===== src/rtl/ell_pkg.sv =====
// ----------------------------------------------------------------------------
// ell_pkg
// Shared types and constants for the echo loop with dynamic limiter.
// ----------------------------------------------------------------------------
package ell_pkg;

  // request function codes
  typedef enum logic [1:0] {
    FN_SAMPLE = 2'd0,
    FN_TICK   = 2'd1,
    FN_ARM    = 2'd2,
    FN_NONE   = 2'd3
  } ell_func_t;

  // configuration register indexes
  localparam int CFG_IDX_W = 3;
  typedef enum logic [CFG_IDX_W-1:0] {
    REG_LOOP_LENGTH       = 3'd0,
    REG_ECHO_GAIN         = 3'd1,
    REG_LIMITER_THRESHOLD = 3'd2,
    REG_LIMITER_DECAY     = 3'd3,
    REG_LIMITER_RECOVER   = 3'd4,
    REG_LIMITER_CEILING   = 3'd5
  } ell_reg_t;

  typedef struct packed {
    ell_func_t          func;
    logic signed [15:0] sample_in;
    logic [15:0]        skip_count;
    logic [14:0]        skip_start;
  } ell_in_t;

  typedef struct packed {
    logic signed [15:0] sample_out;
    logic [15:0]        gain_now;
  } ell_out_t;

  typedef struct packed {
    logic [15:0] loop_length;
    logic [8:0]  echo_gain;
    logic [14:0] limiter_threshold;
    logic [15:0] limiter_decay;
    logic [15:0] limiter_recover;
    logic [15:0] limiter_ceiling;
  } ell_cfg_t;

  localparam logic [15:0] RST_LOOP_LENGTH       = 16'd0;
  localparam logic [8:0]  RST_ECHO_GAIN         = 9'd128;
  localparam logic [14:0] RST_LIMITER_THRESHOLD = 15'd30000;
  localparam logic [15:0] RST_LIMITER_DECAY     = 16'd64880;
  localparam logic [15:0] RST_LIMITER_RECOVER   = 16'd16538;
  localparam logic [15:0] RST_LIMITER_CEILING   = 16'd16384;
  localparam logic [15:0] RST_LIMITER_GAIN      = 16'd16384;

  // gain must be at least this (0.01 in Q2.14) for decay to apply
  localparam logic [15:0] GAIN_FLOOR = 16'd164;

  // datapath widths: sum at scale 2^8, product at scale 2^22
  localparam int SUM_W      = 26;
  localparam int PROD_W     = 43;
  localparam int FRAC_SHIFT = 22;

  typedef enum logic [2:0] {
    ST_CLEAR,
    ST_IDLE,
    ST_READ,
    ST_MAC,
    ST_MUL,
    ST_LIMIT,
    ST_TICK,
    ST_DONE
  } ell_state_t;

  typedef struct packed {
    logic take;     // latch request
    logic step;     // advance ring positions and skip run
    logic arm;      // load skip run
    logic clr_wr;   // clearing pass write
    logic zero_wr;  // skip-run zero write at read position
    logic mac;      // echo multiply-accumulate
    logic mul;      // limiter gain multiply
    logic lim;      // limit, saturate, write back
    logic tick;     // recovery multiply
    logic emit;     // update gain, load result register
  } ell_cmd_t;

  typedef struct packed {
    logic clear_last;
    logic out_busy;
  } ell_stat_t;

endpackage


===== src/rtl/ell_ctrl.sv =====
// ----------------------------------------------------------------------------
// ell_ctrl
// Sequencer: clearing pass after reset, then one request at a time.
// ----------------------------------------------------------------------------
module ell_ctrl (
  input  logic                clk,
  input  logic                rst,
  input  logic                req_valid,
  input  ell_pkg::ell_func_t  req_func,
  output logic                req_stall,
  input  ell_pkg::ell_stat_t  stat,
  output ell_pkg::ell_cmd_t   cmd
);

  ell_pkg::ell_state_t state, state_next;

  always_ff @(posedge clk) begin
    if (rst) begin
      state <= ell_pkg::ST_CLEAR;
    end else begin
      state <= state_next;
    end
  end

  always_comb begin
    cmd        = '0;
    state_next = state;
    req_stall  = 1'b1;
    unique case (state)
      ell_pkg::ST_CLEAR: begin
        cmd.clr_wr = 1'b1;
        if (stat.clear_last) begin
          state_next = ell_pkg::ST_IDLE;
        end
      end
      ell_pkg::ST_IDLE: begin
        req_stall = 1'b0;
        if (req_valid) begin
          cmd.take = 1'b1;
          unique case (req_func)
            ell_pkg::FN_SAMPLE: begin
              cmd.step   = 1'b1;
              state_next = ell_pkg::ST_READ;
            end
            ell_pkg::FN_TICK: state_next = ell_pkg::ST_TICK;
            ell_pkg::FN_ARM: begin
              cmd.arm    = 1'b1;
              state_next = ell_pkg::ST_DONE;
            end
            default: state_next = ell_pkg::ST_DONE;
          endcase
        end
      end
      ell_pkg::ST_READ: begin
        cmd.zero_wr = 1'b1;
        state_next  = ell_pkg::ST_MAC;
      end
      ell_pkg::ST_MAC: begin
        cmd.mac    = 1'b1;
        state_next = ell_pkg::ST_MUL;
      end
      ell_pkg::ST_MUL: begin
        cmd.mul    = 1'b1;
        state_next = ell_pkg::ST_LIMIT;
      end
      ell_pkg::ST_LIMIT: begin
        cmd.lim    = 1'b1;
        state_next = ell_pkg::ST_DONE;
      end
      ell_pkg::ST_TICK: begin
        cmd.tick   = 1'b1;
        state_next = ell_pkg::ST_DONE;
      end
      ell_pkg::ST_DONE: begin
        if (!stat.out_busy) begin
          cmd.emit   = 1'b1;
          state_next = ell_pkg::ST_IDLE;
        end
      end
      default: state_next = ell_pkg::ST_CLEAR;
    endcase
  end

  // only one source may drive the RAM write port
  a_one_writer: assert property (@(posedge clk) disable iff (rst)
    $onehot0({cmd.clr_wr, cmd.zero_wr, cmd.lim}))
    else $error("ell_ctrl: RAM write conflict");

  // a request is never taken while the previous one is still in flight
  a_no_back_to_back: assert property (@(posedge clk) disable iff (rst)
    cmd.take |=> !cmd.take)
    else $error("ell_ctrl: request taken twice in a row");

endmodule


===== config.mk =====
export PLATFORM = sky130hd
export DESIGN_NAME = ell_ctrl
export DESIGN_NICKNAME = d
export VERILOG_FILES = /design/src/rtl/ell_pkg.sv /design/src/rtl/ell_ctrl.sv
export SDC_FILE = /design/constraint.sdc
export NUM_CORES = 1
export LEC_CHECK = 0
export ABC_AREA = 1
export BUFFER_PORTS_ARGS = -buffer_cell sky130_fd_sc_hd__buf_2
export CAP_MARGIN = 25
export CORE_AREA = 2 2 39 41
export DETAILED_ROUTE_END_ITERATION = 8
export DIE_AREA = 0 0 41 43
export GPL_TIMING_DRIVEN = 0
export PLACE_DENSITY_LB_ADDON = 0.3
export SYNTH_ARGS = -nofsm -noshare
export SYNTH_HDL_FRONTEND = slang
export SYNTH_SLANG_ARGS = --single-unit

===== constraint.sdc =====
create_clock -name clk -period 3.96 [get_ports clk]
set_clock_uncertainty 0.05 [all_clocks]
set_input_delay 0.792 -clock clk [delete_from_list [all_inputs] [get_ports clk]]
set_output_delay 0.792 -clock clk [all_outputs]
set_load 0.03 [all_outputs]

==> results.sh <==
export IMPL_layout_nets=96
export IMPL_tightest_slew_ns=0.195
export IMPL_powerDensity_mw_per_mm2=699
export IMPL_start_util_pct=27.9
export IMPL_first_pass_iters=3
export IMPL_hold_violations=0
export IMPL_min_path_type="flip-flop to flip-flop"
export IMPL_cp_max_fo=2
export IMPL_start_kind="primary input"
export IMPL_dp_hpwl_um=711
export IMPL_setup_viol=0
export IMPL_period_minus_slack_ns=2.37
export IMPL_final_util_pct=37.4
export IMPL_core_mm2=0.00138
export IMPL_top_register="state"
export IMPL_max_stage_delay_ns=0.29
export IMPL_grt_busiest_layer="met2"
export IMPL_pin_count=18
export IMPL_path_class="primary input to output pin"
export IMPL_syn_cell_area_um2=387
export IMPL_rows=14
export IMPL_overflow=0
export IMPL_die_h_um=43
export IMPL_vias=408
export IMPL_grt_use_met1_pct=14.5
export IMPL_grt_pass1_vias=348
export IMPL_post_cts_buffers=0
export IMPL_clk_pin_slew_ns=0.04
export IMPL_synthMostInstantiatedCell="nand2_1"
export IMPL_ys_async_sr_fraction_pct=0
export IMPL_drive_above_1_share_pct=36.9
export IMPL_ys_ff_latch=3
export IMPL_dp_cells=96
export IMPL_clock_insertion_delay_worst_skew_ns=0.23
export IMPL_end_kind="output pin"
export IMPL_grt_max_degree=11
export IMPL_clock_sinks=3
export IMPL_grt_setup_unrepaired="no"
export IMPL_power_frac_clock_pct=14.5
export IMPL_holdWs_ns=0.497
export IMPL_cpMaxStageDelayCell="or2_2"
export IMPL_post_cts_resized=0
export IMPL_cts_buffers=3
export IMPL_wirelength_um=832
export IMPL_cp_required_ns=3.12
export IMPL_p_leak_nw=0.331
export IMPL_grt_pass1_wl_um=1290
export IMPL_synth_edff_count=0
export IMPL_gr_usage_met2_pct=15.3
export IMPL_gp_congestion=0.795
export IMPL_cts_hold_buf=0
export IMPL_wl_per_cell_um=8.32
export IMPL_dieArea_mm2=0.00176
export IMPL_ir_drop_v=0.000256
export IMPL_met3_usage_pct=1.57
export IMPL_cts_root_buf="clkbuf_4"
export IMPL_synthesis_instances=63
export IMPL_sw_frac_of_total_pct=54.3
export IMPL_ys_top_cells_by_count="nand2_1, inv_1, nor2_1"
export IMPL_drtIter0Drc=5
export IMPL_critPathBufInv=2
export IMPL_crit_arrival_ns=1.53
export IMPL_p_seq_share_pct=14.2
export IMPL_ys_warnings_count=0
export IMPL_crit_path_frequent_cell="buf_2"
export IMPL_area_delta_synth_final_pct=34.0
export IMPL_synth_top_area_cell="nand2_1"
export IMPL_cap_violations=0
export IMPL_final_cells=100
export IMPL_maxClockFrequency_mhz=422
export IMPL_antenna_found_initial=0
export IMPL_drv_slew=0
export IMPL_drc=0
export IMPL_ys_top_cells_by_area="nand2_1, dfxtp_1, ha_1"
export IMPL_diodes=0
export IMPL_cp_top_family="simple AND/OR/NAND/NOR gates"
export IMPL_ys_seq_area_share_pct=15.5
export IMPL_reg_largest_list="state x3"
export IMPL_crit_chain="buf_2 > or2_2 > nor3_1 > buf_2"
export IMPL_ys_types=18
export IMPL_total_power_uw=362
export IMPL_cts_tree="done"
export IMPL_synth_nets=74
export IMPL_synthFlopType="dfxtp_1"
export IMPL_synth_top_area_share_pct=16.5
export IMPL_slew_limit_headroom_pct=87.0
export IMPL_io_buffers=17
export IMPL_timing_final_crit_share_pct=59.8
export IMPL_viasPerCell=4.08
export IMPL_postRouteAntennaNets=0
export IMPL_p_int_uw=166
export IMPL_power_frac_comb_pct=71.3
export IMPL_h_tree_depth=1
export IMPL_cts_max_path_buffers=2
export IMPL_fin_setup_tns_ns=0
export IMPL_status="complete, no violations"
export IMPL_grt_total_usage_pct=10.6
export IMPL_largest_reg_flops=3
export IMPL_avgSynthCellArea_um2=6.14
export IMPL_p_sw_uw=196
export IMPL_die_width_um=41
[cell usage in the layout (no fill, tap or decap)]
| cell | count |
|---|---|
| o21ai_0 | 1 |
| a21oi_2 | 1 |
| dfxtp_1 | 3 |
| buf_2 | 17 |
| nand3_1 | 4 |
| nand2_2 | 1 |
| clkbuf_1 | 1 |
| nor2_1 | 8 |
| inv_2 | 1 |
| or2_2 | 1 |
| inv_1 | 12 |
| ha_1 | 4 |
| inv_4 | 1 |
| buf_6 | 1 |
| nand3_2 | 1 |
| nor3_1 | 2 |
| a21oi_1 | 1 |
| clkbuf_4 | 3 |
| nor2_4 | 3 |
| nand2_4 | 1 |
| nand2_1 | 17 |
[layout make-up]
type | instances | area, µm²
inverters | 14 | 55.1
repair buffers | 17 | 85.1
clock buffers | 4 | 26.3
flip-flops and latches | 3 | 60.1
well taps | 16 | 20.0
fillers | 165 | 866
multi-input cells | 45 | 260
plain buffers | 1 | 11.3
[cell families (layout without fill, tap and decap cells)]
| logic type | after synthesis | count (layout) | synth area share, % |
|---|---|---|---|
| adder cells (fa/ha/maj) | 4 | 4 | 12.9 |
| AO/OA/AOI/OAI | 3 | 3 | 4.85 |
| AND/OR/NAND/NOR | 38 | 38 | 49.5 |
| flip-flops | 3 | 3 | 15.5 |
| buffers and inverters | 15 | 36 | 17.2 |
[power groups by stage]
stage	registers [mW]	clock network, mW	logic, mW
after floorplan	0.0502	0	0.206
after global placement	0.0523	0	0.257
after detailed placement	0.0524	0	0.261
after CTS	0.0519	0.0559	0.261
after global routing	0.0538	0.0573	0.285
final	0.0515	0.0524	0.258
[tightest hold or removal path, stage by stage, from the launching register on]
cell and delay, ns:
dfxtp_1 0.34, nand2_1 0.10, a21oi_2 0.05
[worst paths after layout]
| check | depth (start not counted) | slack [ns] | end | from |
|---|---|---|---|---|
| worst max-delay path | 4 | 1.59 | cmd[8] | req_func[1] |
| worst min-delay path | 2 | 0.50 | state[1]$_SDFFE_PP0P_ | state[1]$_SDFFE_PP0P_ |
| worst max register to register | 8 | 2.59 | state[0]$_SDFFE_PP0P_ | state[1]$_SDFFE_PP0P_ |
| worst min register to register | 2 | 0.50 | state[1]$_SDFFE_PP0P_ | state[1]$_SDFFE_PP0P_ |
[metal layers]
metal | part of all wire, % | up-vias
li1 | - | 228
met1 | 50 | 171
met2 | 46 | 9
met3 | 4.4 | 0
met4 | 0 | 0
met5 | 0 | -
[metrics by stage]
stage | setup WS (ns) | instance area [µm²]
finish | 1.59 | 518
global route | 1.43 | 518
CTS | 1.58 | 518
detailed placement | 1.59 | 492
global placement | 1.59 | 492
floorplan | 1.37 | 387
Note: power is estimated with default switching activity, not from simulation.
